$ cat config.mk
export PLATFORM = sky130hd
export DESIGN_NAME = plut_cmd_queue
export DESIGN_NICKNAME = d
export VERILOG_FILES = /design/src/design/plut_pkg.sv /design/src/design/plut_cmd_queue.sv
export SDC_FILE = /design/constraint.sdc
export NUM_CORES = 1
export LEC_CHECK = 0
export BUFFER_PORTS_ARGS = -buffer_cell sky130_fd_sc_hd__buf_2
export CAP_MARGIN = 20
export CORE_UTILIZATION = 35
export CTS_CLUSTER_SIZE = 10
export DETAILED_ROUTE_END_ITERATION = 8
export PLACE_DENSITY_LB_ADDON = 0.25
export SYNTH_ARGS = -nofsm -noshare
export SYNTH_HDL_FRONTEND = slang
export SYNTH_SLANG_ARGS = --single-unit
export TNS_END_PERCENT = 5
$ cat constraint.sdc
create_clock -name clk -period 2.2 [get_ports clk]
set_input_delay 0.44 -clock clk [delete_from_list [all_inputs] [get_ports clk]]
set_output_delay 0.44 -clock clk [all_outputs]
set_load 0.03 [all_outputs]
$ cat src/design/plut_pkg.sv
// shared types, constants and color helpers for the palette lookup engine
`timescale 1ns / 1ps
package plut_pkg;

    localparam int PAL_ENTRIES = 256;
    localparam int PAL_IDX_W   = (PAL_ENTRIES > 1) ? $clog2(PAL_ENTRIES) : 1;
    localparam int PAL_CNT_W   = PAL_IDX_W + 1;
    localparam int GAM_ENTRIES = 256;
    localparam int DIST_W      = 18;
    localparam int CQ_DEPTH    = 4;
    localparam int CQ_PTR_W    = $clog2(CQ_DEPTH);
    localparam int CQ_CNT_W    = CQ_PTR_W + 1;

    localparam logic RES_PIXEL   = 1'b0;
    localparam logic RES_NEAREST = 1'b1;

    typedef enum logic [1:0] {
        REQ_GAMMA   = 2'd0,
        REQ_PALETTE = 2'd1,
        REQ_PIXEL   = 2'd2,
        REQ_NEAREST = 2'd3
    } req_t;

    typedef struct packed {
        req_t       op;
        logic [7:0] idx;
        logic [7:0] red;
        logic [7:0] green;
        logic [7:0] blue;
        logic [7:0] gval;
        logic       in_range;
    } plut_cmd_t;

    typedef enum logic [2:0] {
        BK_IDLE,
        BK_GAM_R,
        BK_GAM_G,
        BK_GAM_B,
        BK_PIX,
        BK_SEARCH
    } bk_state_t;

    function automatic logic [15:0] pack565(input logic [7:0] r, input logic [7:0] g,
                                            input logic [7:0] b);
        return {r[7:3], g[7:2], b[7:3]};
    endfunction

    function automatic logic [7:0] expand5(input logic [4:0] x);
        return {x, x[4:2]};
    endfunction

    function automatic logic [7:0] expand6(input logic [5:0] x);
        return {x, x[5:4]};
    endfunction

    function automatic logic [15:0] sqdiff(input logic [7:0] a, input logic [7:0] b);
        logic [7:0] d;
        d = (a > b) ? (a - b) : (b - a);
        return {8'd0, d} * {8'd0, d};
    endfunction

endpackage

$ cat src/design/plut_cmd_queue.sv
// short command queue between intake and execution
`timescale 1ns / 1ps
module plut_cmd_queue (
    input  logic                clk,
    input  logic                rst_n,
    input  logic                cq_push,
    input  plut_pkg::plut_cmd_t cq_cmd,
    output logic                cq_full,
    output logic                cq_valid,
    output plut_pkg::plut_cmd_t cq_head,
    input  logic                cq_pop
);
    import plut_pkg::*;

    plut_cmd_t            slot_reg [CQ_DEPTH];
    logic [CQ_PTR_W-1:0]  wr_ptr_reg;
    logic [CQ_PTR_W-1:0]  wr_ptr_next;
    logic [CQ_PTR_W-1:0]  rd_ptr_reg;
    logic [CQ_PTR_W-1:0]  rd_ptr_next;
    logic [CQ_CNT_W-1:0]  count_reg;
    logic [CQ_CNT_W-1:0]  count_next;
    logic                 do_push;
    logic                 do_pop;

    always_comb
    begin
        cq_full = (count_reg == CQ_CNT_W'(CQ_DEPTH));
        cq_valid = (count_reg != '0);
        cq_head = slot_reg[rd_ptr_reg];
        do_push = cq_push && !cq_full;
        do_pop = cq_pop && cq_valid;
        wr_ptr_next = do_push ? wr_ptr_reg + 1'b1 : wr_ptr_reg;
        rd_ptr_next = do_pop ? rd_ptr_reg + 1'b1 : rd_ptr_reg;
        count_next = count_reg;
        if (do_push && !do_pop)
        begin
            count_next = count_reg + 1'b1;
        end
        else if (do_pop && !do_push)
        begin
            count_next = count_reg - 1'b1;
        end
    end

    always_ff @(posedge clk or negedge rst_n)
    begin
        if (!rst_n)
        begin
            wr_ptr_reg <= '0;
            rd_ptr_reg <= '0;
            count_reg <= '0;
        end
        else
        begin
            wr_ptr_reg <= wr_ptr_next;
            rd_ptr_reg <= rd_ptr_next;
            count_reg <= count_next;
        end
    end

    always_ff @(posedge clk)
    begin
        if (do_push)
        begin
            slot_reg[wr_ptr_reg] <= cq_cmd;
        end
    end

endmodule

==> impl_results.md, run 1 <==
* Largest net degree at the start of global routing at 44
* YS warnings at 0
* Max FFs per register at 172
* Seq cells post-synth at 179
* Dpl hpwl at 6.871 mm
* CP max FO at 16
* H-tree depth at 4
* Reg area at 5345 um^2
* Initial antenna violation count at 2
* Setup Crit Path Kind: reg -> out
* All-Layer GR Usage at 12.85%
* Layout Skew at 12.79 ps
* Drt pass-1 iters at 4
* Root Buffer: clkbuf_16
* Initial Utilization at 35.77%
* Clk_lat worst skew at 430 ps
* Peak Freq at 441.8 MHz
* # fillers at 1558
* DIE AREA at 19670 um^2
* Maxcap violations at 0
* Post-synthesis cell type count at 21
* # rows at 50
* Minimum clock period at 2263 ps
* CTS Buf Count at 17
* Boundary Pins at 92
* Clock Sinks at 179
* Max Slew Vio Count at 0
* Reg clk slew, reported paths at 70 ps
* Worst IR drop on VDD at 0.0008098 V
* Port Buffers at 91
* Via Count at 2984
* Core Footprint at 18710 um^2
* Outcome: complete, but fails checks
* Area growth syn-to-layout at 25.36%
* Slew @ Worst Pin at 347.8 ps
* Congestion Overflow GR at 0
* GPL Wtd Cong at 0.7177
* Die Height at 140.3 um
* Final Hold Slack at 223.9 ps
* WP data required at 1760 ps
* Hold Crit Class: in -> reg
* Flop pwr share at 37.2%
* CP Launch Type: register
* Avg Inst Size Synth at 25.73 um^2
* Vias in the first global route at 3285
* Power share of the clock group at 23.7%
* Power Dens Cells at 1510 nW/um^2
* Area of the multi-input gates at 1197 um^2
* Seq/Total Area, Yosys at 79.82%
* Net Switching at 4.087 mW
* Failing checks: setup timing
* Placed Instances at 588
* Die Width at 140.3 um
* Total Routed Length at 11.75 mm
* Share of layout cells above drive strength 1 at 48.20%
* Net Sw Frac at 32.28%
* P_int at 8.574 mW
* R2R Setup Slk at 100 ps
* Rel. slew slack at 76.81%
* Clock tree buffer depth at 2
* Final std cells w/o fill at 623
* Critical Path Sink Type: output port
* CTS tree: built
* Final core occ at 44.84%
* Setup ws final at -63.45 ps
* Global-route wire length before repair at 18.02 mm
* Fin crit share at 102.9%
* DR WL/cell at 18.87 um
* RSZ-0062 raised after global routing: true
* Avg Vias per Cell at 4.790
* Netlist Area Pre-Place at 6690 um^2
* Comb pwr share at 39.1%
* Final setup viols at 43
* Standby leakage power at 2.888 nW
* Fin. Hold Viols at 0
* Post-layout nets at 428
* Final ANT Viol Nets at 0
* Initial DRC Count at 107
* Setup TNS at -1087 ps
* Arrival time of the worst setup path at 1820 ps
* Post-Syn Instances at 260
* Post-synth net total at 313
* DR DRC count at 0
==> power groups by stage <==
stage | registers [mW] | logic (mW) | clock network (mW)
2_1_floorplan | 4.72 | 3.10 | 0
3_3_place_gp | 4.74 | 4.24 | 0
3_5_place_dp | 4.78 | 4.26 | 0
4_1_cts | 4.72 | 5.06 | 3.11
5_1_grt | 4.76 | 5.26 | 3.18
6_report | 4.71 | 4.95 | 3.00
==> critical path, stage by stage (launching register included) <==
cell	delay [ps]
dfrtp_4	480
buf_12	200
mux4_2	550
buf_6	160
==> layout by cell type (no fill, tap or decap), types with 4 or more instances in the layout <==
cell type  count
edfxtp_1     172
buf_2         48
mux4_2        43
buf_6         43
clkbuf_16     17
buf_12         8
buf_4          7
ha_1           5
dfrtp_1        5
and2_2         4
xnor2_1        4
==> synth_stat cells <==
cell | number | area [um^2]
nor2_1 | 1 | 3.750
fa_1 | 1 | 20.02
nand2_1 | 1 | 3.750
mux2_4 | 1 | 15.01
buf_12 | 4 | 80.08
ha_1 | 5 | 62.56
mux4_2 | 38 | 855.8
nor3b_2 | 1 | 12.51
edfxtp_1 | 172 | 5165
dfrtp_1 | 7 | 175.2
xor2_1 | 2 | 17.52
inv_1 | 3 | 11.26
and2_1 | 4 | 25.02
nor2b_1 | 1 | 6.260
buf_2 | 5 | 25.02
mux4_1 | 5 | 131.4
or3_1 | 1 | 6.260
xnor2_1 | 4 | 35.03
buf_6 | 2 | 22.52
mux2_2 | 1 | 11.26
nand3_1 | 1 | 5.000
==> layer usage <==
metal	GRT usage [%]	part of all wire (%)	wire length, um
met2	21.84	51	5995
met5	0	0.11	13
met4	5.437	1.8	212
met1	14.83	41	4856
met3	4.376	5.7	674
==> repair_timing <==
item / in CTS / in global routing
hold buffers: 1 / 0
endpoints found under the hold margin: 7 / 0
gates resized for setup: 91 / 3
endpoints found under the setup margin: 43 / 43
buffers inserted: 1 / 0
==> path summary, 6_finish.rpt <==
check                                          start                         to  depth (start not counted)
max                        rd_ptr_reg[0]$_DFFE_PN0P_                cq_head[14]                          3
min                                       cq_cmd[24]  slot_reg[3][24]$_DFFE_PP_                          1
max reg2reg                 count_reg[1]$_DFFE_PN0P_   count_reg[2]$_DFFE_PN0P_                          8
min reg2reg                 count_reg[2]$_DFFE_PN0P_   count_reg[2]$_DFFE_PN0P_                          1
max in group asynchronous                      rst_n  rd_ptr_reg[0]$_DFFE_PN0P_                          2
min in group asynchronous                      rst_n   count_reg[2]$_DFFE_PN0P_                          2
==> cell type report <==
cell class	instances	share of cell area (%)
antenna	1	0.02984
clock buffer	19	5.162
clock inverter	13	1.880
inverter	3	0.1343
multi-input combinational	67	14.28
sequential	179	63.73
tap	234	3.491
timing repair buffer	107	11.29
==> stage by stage <==
| step | setup WS, ps | power [mW] | area [um^2] |
|---|---|---|---|
| 2_1_floorplan | -127.7 | 7.818 | 6691 |
| 3_3_place_gp | 218.7 | 8.971 | 7513 |
| 3_5_place_dp | 112.5 | 9.044 | 7513 |
| 4_1_cts | -130.9 | 12.88 | 8388 |
| 5_1_grt | -136.5 | 13.20 | 8384 |
| 6_report | -63.45 | 12.66 | 8387 |
==> kinds of logic after synthesis <==
family	synth area share, %
simple gates	0.9350
xor+xnor	0.7855
buf+inv	2.076
flops	79.82
fa+ha+maj	1.234
mux	15.15
Note: power is estimated with default switching activity, not from simulation.
==> run 2: changes to the inputs <==
RECOVER_POWER = 50   (was unset)
==> run 2 against run 1 <==
  * The run still ends with setup timing left
  * Largest cell class unchanged
  * Sequential power about the same
  * Critical path type unchanged
  * Clock power about the same
  * Critical path depth unchanged
  * Wire length up 0.26%
  * Setup slack worse by 0.66 ps
  * Combinational power about the same
==> impl_results.md, run 2 (synthesized netlist as in run 1, its figures left out) <==
* CTS Buf Count at 17 (unchanged)
* Outcome: complete, but fails checks (unchanged)
* Initial antenna violation count at 1 (was 2)
* Highest-delay cell along the critical path: mux4_2 (unchanged)
* Root Buffer: clkbuf_16 (unchanged)
* Rel. slew slack at 73.97% (was 76.81%)
* Layout Skew at 13.63 ps (was 12.79 ps)
* R2R Setup Slk at 100 ps (about the same)
* WP buf/inv at 2 (unchanged)
* Hold Crit Class: in -> reg (unchanged)
* H-tree depth at 4 (unchanged)
* Worst r2r src: count_reg[1]$_DFFE_PN0P_ (unchanged)
* GPL Wtd Cong at 0.7177 (unchanged)
* Critical Path Sink Type: output port (unchanged)
* Clock tree buffer depth at 2 (unchanged)
* Boundary Pins at 92 (unchanged)
* Setup TNS at -1021 ps (was -1087 ps)
* Reg area at 5345 um^2 (unchanged)
* RSZ-0062 raised after global routing: true (unchanged)
* Setup Crit Path Kind: reg -> out (unchanged)
* Setup ws final at -64.11 ps (was -63.45 ps)
* Max Slew Vio Count at 0 (unchanged)
* DR WL/cell at 18.95 um (was 18.87 um)
* Global-route wire length before repair at 18.02 mm (unchanged)
* # fillers at 1574 (was 1558)
* Max FFs per register at 172 (unchanged)
* Commonest cells after routing, fill and taps aside: edfxtp_1, clkbuf_1, mux4_2, buf_6, clkbuf_16 (was edfxtp_1, buf_2, mux4_2, buf_6, clkbuf_16)
* Largest net degree at the start of global routing at 44 (unchanged)
* Congestion Overflow GR at 0 (unchanged)
* Port Buffers at 91 (unchanged)
* DR DRC count at 0 (unchanged)
* Standby leakage power at 2.767 nW (was 2.888 nW)
* Clk_lat worst skew at 430 ps (about the same)
* CP Launch Type: register (unchanged)
* WP data required at 1760 ps (about the same)
* Post-layout nets at 428 (unchanged)
* Reg clk slew, reported paths at 60 ps (was 70 ps)
* Hold Path Sink: slot_reg[1][0]$_DFFE_PP_ (was slot_reg[3][24]$_DFFE_PP_)
* Die Height at 140.3 um (unchanged)
* Routing usage on met3 at 4.376% (unchanged)
* Total Routed Length at 11.79 mm (was 11.75 mm)
* Failing checks: setup timing (unchanged)
* Die Width at 140.3 um (unchanged)
* Maxcap violations at 0 (unchanged)
* Slew @ Worst Pin at 390.5 ps (was 347.8 ps)
* Largest stage delay, worst path at 550 ps (about the same)
* Drt pass-1 iters at 4 (unchanged)
* Worst IR drop on VDD at 0.0008089 V (was 0.0008098 V)
* Share of layout cells above drive strength 1 at 36.86% (was 48.20%)
* Most common cell after layout, fill and taps aside: edfxtp_1 (unchanged)
* Final ANT Viol Nets at 0 (unchanged)
* Core Footprint at 18710 um^2 (unchanged)
* Arrival time of the worst setup path at 1820 ps (about the same)
* Power Dens Cells at 1519 nW/um^2 (was 1510 nW/um^2)
* Placement-stage worst setup slack at 112.5 ps (unchanged)
* Worst r2r path cells at 8 (unchanged)
* CTS tree: built (unchanged)
* Vias in the first global route at 3285 (unchanged)
* Final core occ at 44.53% (was 44.84%)
* Dpl hpwl at 6.871 mm (unchanged)
* Area growth syn-to-layout at 24.50% (was 25.36%)
* CP Cell Sequence: buf_12, mux4_2, buf_6 (unchanged)
* Cell family with most CP delay: multiplexers (unchanged)
* CP max FO at 16 (unchanged)
* Initial Utilization at 35.77% (unchanged)
* Ant. Diodes at 0 (was 1)
* Reg-to-reg endpoint: count_reg[2]$_DFFE_PN0P_ (unchanged)
* Peak Freq at 441.7 MHz (was 441.8 MHz)
* GRT met1 Usage at 14.83% (unchanged)
* Area of the multi-input gates at 1197 um^2 (unchanged)
* Minimum clock period at 2264 ps (was 2263 ps)
* CP startpoint: rd_ptr_reg[0]$_DFFE_PN0P_ (unchanged)
* Via Count at 2994 (was 2984)
* Most used routing layer: met2 (unchanged)
* Met2 GRT Util at 21.84% (unchanged)
* All-Layer GR Usage at 12.85% (unchanged)
* DIE AREA at 19670 um^2 (unchanged)
* Critical hold path startpoint: cq_cmd[0] (was cq_cmd[24])
* Worst hold stages at 1 (unchanged)
* Initial DRC Count at 102 (was 107)
* Clock Sinks at 179 (unchanged)
* # rows at 50 (unchanged)
* Final setup viols at 42 (was 43)
* Avg Vias per Cell at 4.814 (was 4.790)
* Fin crit share at 102.9% (about the same)
* Fin. Hold Viols at 0 (unchanged)
## run 2: changes by cell type in the layout (fill, tap and decap cells not counted)
cell / before / now
diode_2: 1 / 0
buf_2: 48 / 4
clkbuf_1: 2 / 46
## run 2: repair_timing
action / 4_1_cts / 5_1_grt
setup endpoints to repair: 43 / 43
gates resized for setup: 91 / 3
hold buffers: 1 / 0
hold endpoints to repair: 7 / 0
buffers inserted: 1 / 0
## run 2: layout make-up
class	count	area share, %
flip-flops and latches	179	64.17
inverters	3	0.1352
multi-input cells	67	14.38
clock inverters	13	1.893
repair buffers	107	10.71
well taps	234	3.515
clock buffers	19	5.198
## run 2: worst reg2reg max path, cell delays in order (launching register included)
cell and delay, ps:
dfrtp_1 430, or3_1 400, nand2_1 140, ha_1 200, inv_1 60, fa_1 370, xor2_1 150, nor2_1 120
xor2_1 150
## run 2: worst max path at each step
stage / depth (start not counted) / to
floorplan: 4 / slot_reg[3][0]$_DFFE_PP_
global placement: 8 / count_reg[2]$_DFFE_PN0P_
detailed placement: 8 / count_reg[2]$_DFFE_PN0P_
CTS: 3 / cq_head[37]
global route: 3 / cq_head[19]
finish: 3 / cq_head[14]
## run 2: metal layers
metal,vias to the layer above,wire [um]
li1,1327,-
met1,1561,4916
met2,83,5978
met3,21,661
met4,2,214
met5,-,13
## run 2: metrics by stage
step	total power [mW]	cells	cell area [um^2]	hold WS, ps
after floorplan	7.818	260	6691	144.4
after global placement	8.971	588	7513	281.2
after detailed placement	9.044	588	7513	284.6
after CTS	12.88	622	8388	198.4
after global routing	13.19	622	8329	263.7
final	12.65	622	8329	271.0
## run 2: report_power, final
part | total, mW | switching, mW | internal [mW]
Clock | 3.00 | 1.22 | 1.78
Combinational | 4.94 | 2.68 | 2.26
Sequential | 4.71 | 0.189 | 4.52
==> run 3: changes to the inputs <==
--- a/constraint.sdc
+++ b/constraint.sdc
@@ -3,2 +3,2 @@
 set_output_delay 0.44 -clock clk [all_outputs]
-set_load 0.03 [all_outputs]
+set_load 0.005 [all_outputs]
==> run 3 against run 2 <==
  * Combinational power shrank 35%
  * Critical endpoint is now cq_head[1]
  * The flow still finishes with violations (setup timing)
  * Largest cell class unchanged
  * Final cell count grew 0.16%
  * Register-to-register slack lost 50 ps
  * Critical path type unchanged
==> impl_results.md, run 3 (synthesized netlist as in run 1, its figures left out) <==
* Post-layout nets at 429 (was 428)
* WP data required at 1760 ps (about the same)
* Commonest cells after routing, fill and taps aside: edfxtp_1, clkbuf_1, buf_2, mux4_2, clkbuf_16 (was edfxtp_1, clkbuf_1, mux4_2, buf_6, clkbuf_16)
* Setup ws final at -43.04 ps (was -64.11 ps)
* DIE AREA at 19670 um^2 (unchanged)
* Setup Buffers After CTS at 0 (was 1)
* Most common cell after layout, fill and taps aside: edfxtp_1 (unchanged)
* Area growth syn-to-layout at 20.48% (was 24.50%)
* Worst hold stages at 1 (unchanged)
* Final ANT Viol Nets at 0 (unchanged)
* Root Buffer: clkbuf_16 (unchanged)
* Vias in the first global route at 3166 (was 3285)
* CP startpoint: rd_ptr_reg[0]$_DFFE_PN0P_ (unchanged)
* GPL Wtd Cong at 0.6468 (was 0.7177)
* Failing checks: setup timing (unchanged)
* Ant. Diodes at 0 (unchanged)
* P_int at 7.753 mW (was 8.563 mW)
* Max Slew Vio Count at 0 (unchanged)
* Layout Skew at 9.727 ps (was 13.63 ps)
* Critical Path Sink Type: output port (unchanged)
* Fin. Hold Viols at 0 (unchanged)
* Maxcap violations at 0 (unchanged)
* Global-route wire length before repair at 17.88 mm (was 18.02 mm)
* Hold Crit Class: in -> reg (unchanged)
* Flop pwr share at 44.0% (was 37.2%)
* Final setup viols at 15 (was 42)
* Die Width at 140.3 um (unchanged)
* Minimum clock period at 2243 ps (was 2264 ps)
* Via Count at 2971 (was 2994)
* Arrival time of the worst setup path at 1800 ps (was 1820 ps)
* Initial Utilization at 35.77% (unchanged)
* Peak Freq at 445.8 MHz (was 441.7 MHz)
* Clock tree buffer depth at 2 (unchanged)
* Worst IR drop on VDD at 0.0008775 V (was 0.0008089 V)
* Clock Sinks at 179 (unchanged)
* CTS Buf Count at 17 (unchanged)
* Setup Crit Path Kind: reg -> out (unchanged)
* Boundary Pins at 92 (unchanged)
* # rows at 50 (unchanged)
* Net Switching at 2.953 mW (was 4.087 mW)
* Die Height at 140.3 um (unchanged)
* Worst r2r src: count_reg[1]$_DFFE_PN0P_ (unchanged)
* Max FFs per register at 172 (unchanged)
* Comb pwr share at 29.9% (was 39.1%)
* Avg Vias per Cell at 4.769 (was 4.814)
* Dpl hpwl at 6.882 mm (was 6.871 mm)
* Rel. slew slack at 71.81% (was 73.97%)
* Fin crit share at 102.0% (was 102.9%)
* Setup TNS at -245.8 ps (was -1021 ps)
* CP Launch Type: register (unchanged)
* Standby leakage power at 2.661 nW (was 2.767 nW)
* DR DRC count at 0 (unchanged)
* Initial antenna violation count at 0 (was 1)
* Power share of the clock group at 26.1% (was 23.7%)
* Drt pass-1 iters at 4 (unchanged)
* Share of layout cells above drive strength 1 at 36.50% (was 36.86%)
* All-Layer GR Usage at 12.75% (was 12.85%)
* Outcome: complete, but fails checks (unchanged)
* Core Footprint at 18710 um^2 (unchanged)
* Initial DRC Count at 122 (was 102)
* Worst r2r path cells at 8 (unchanged)
* Net Sw Frac at 27.58% (was 32.31%)
* Final core occ at 43.09% (was 44.53%)
* Power Dens Cells at 1328 nW/um^2 (was 1519 nW/um^2)
* Critical hold path startpoint: cq_cmd[24] (was cq_cmd[0])
* Final std cells w/o fill at 623 (was 622)
* R2R Setup Slk at 50 ps (was 100 ps)
* Clk_lat worst skew at 420 ps (was 430 ps)
* CTS tree: built (unchanged)
* Slew @ Worst Pin at 422.9 ps (was 390.5 ps)
* Placed Instances at 589 (was 588)
* Reg clk slew, reported paths at 70 ps (was 60 ps)
* DR WL/cell at 19.09 um (was 18.95 um)
* Congestion Overflow GR at 0 (unchanged)
* H-tree depth at 4 (unchanged)
* Total Routed Length at 11.90 mm (was 11.79 mm)
* Tot Pwr at 10.71 mW (was 12.65 mW)
* Largest net degree at the start of global routing at 28 (was 44)
* RSZ-0062 raised after global routing: true (unchanged)
* Port Buffers at 91 (unchanged)
* CP max FO at 17 (was 16)
[run 3: cell types whose count changed in the layout (fill, tap and decap cells not counted), sizes merged]
cell | before | now
inv | 5 | 6
clkbuf | 63 | 65
clkinvlp | 3 | 5
clkinv | 5 | 3
bufinv | 3 | 1
[run 3: final timing paths]
check	end
max	cq_head[1]
min	slot_reg[0][24]$_DFFE_PP_
max reg2reg	count_reg[2]$_DFFE_PN0P_
min reg2reg	count_reg[2]$_DFFE_PN0P_
max in group asynchronous	rd_ptr_reg[0]$_DFFE_PN0P_
min in group asynchronous	count_reg[0]$_DFFE_PN0P_
[run 3: cell type report]
cell class	count	area (um^2)
sequential	179	5345
inverter	3	11.26
fill	1606	10650
tap	234	292.8
multi-input combinational	67	1197
clock inverter	12	106.4
timing repair buffer	108	670.6
clock buffer	20	436.7
[run 3: metal layers]
metal | GRT usage [%] | up-vias | wire length (um)
li1 | - | 1329 | -
met2 | 21.79 | 66 | 6186
met4 | 4.338 | 0 | 104
met3 | 4.308 | 11 | 623
met5 | 0 | - | 0
met1 | 15.06 | 1565 | 4981
[run 3: critical path, stage by stage (launching register included)]
cell	delay [ps]
dfrtp_4	490
buf_12	210
mux4_2	540
buf_6	140
[run 3: per-stage QoR]
step                setup WS [ps]  instance area, um^2  hold slack (ps)
floorplan                  -57.02                 6691            144.4
global placement            224.7                 7546            281.8
detailed placement          87.03                 7546            288.4
CTS                        -82.73                 8092            211.8
global route               -129.0                 8060            256.9
finish                     -43.04                 8060            277.8
[run 3: what timing repair did]
item | 4_1_cts | 5_1_grt
resized for setup | 2 | 6
setup endpoints to repair | 34 | 44
endpoints found under the hold margin | 7 | 0
cloned | 0 | 1
hold buffers | 1 | 0
[run 3: power by group through the flow]
stage / Sequential (mW) / Clock (mW) / Combinational (mW)
after detailed placement: 4.78 / 0 / 3.22
after global routing: 4.78 / 3.00 / 3.49
after CTS: 4.71 / 2.88 / 3.23
after global placement: 4.73 / 0 / 3.21
after floorplan: 4.72 / 0 / 2.01
final: 4.71 / 2.79 / 3.20
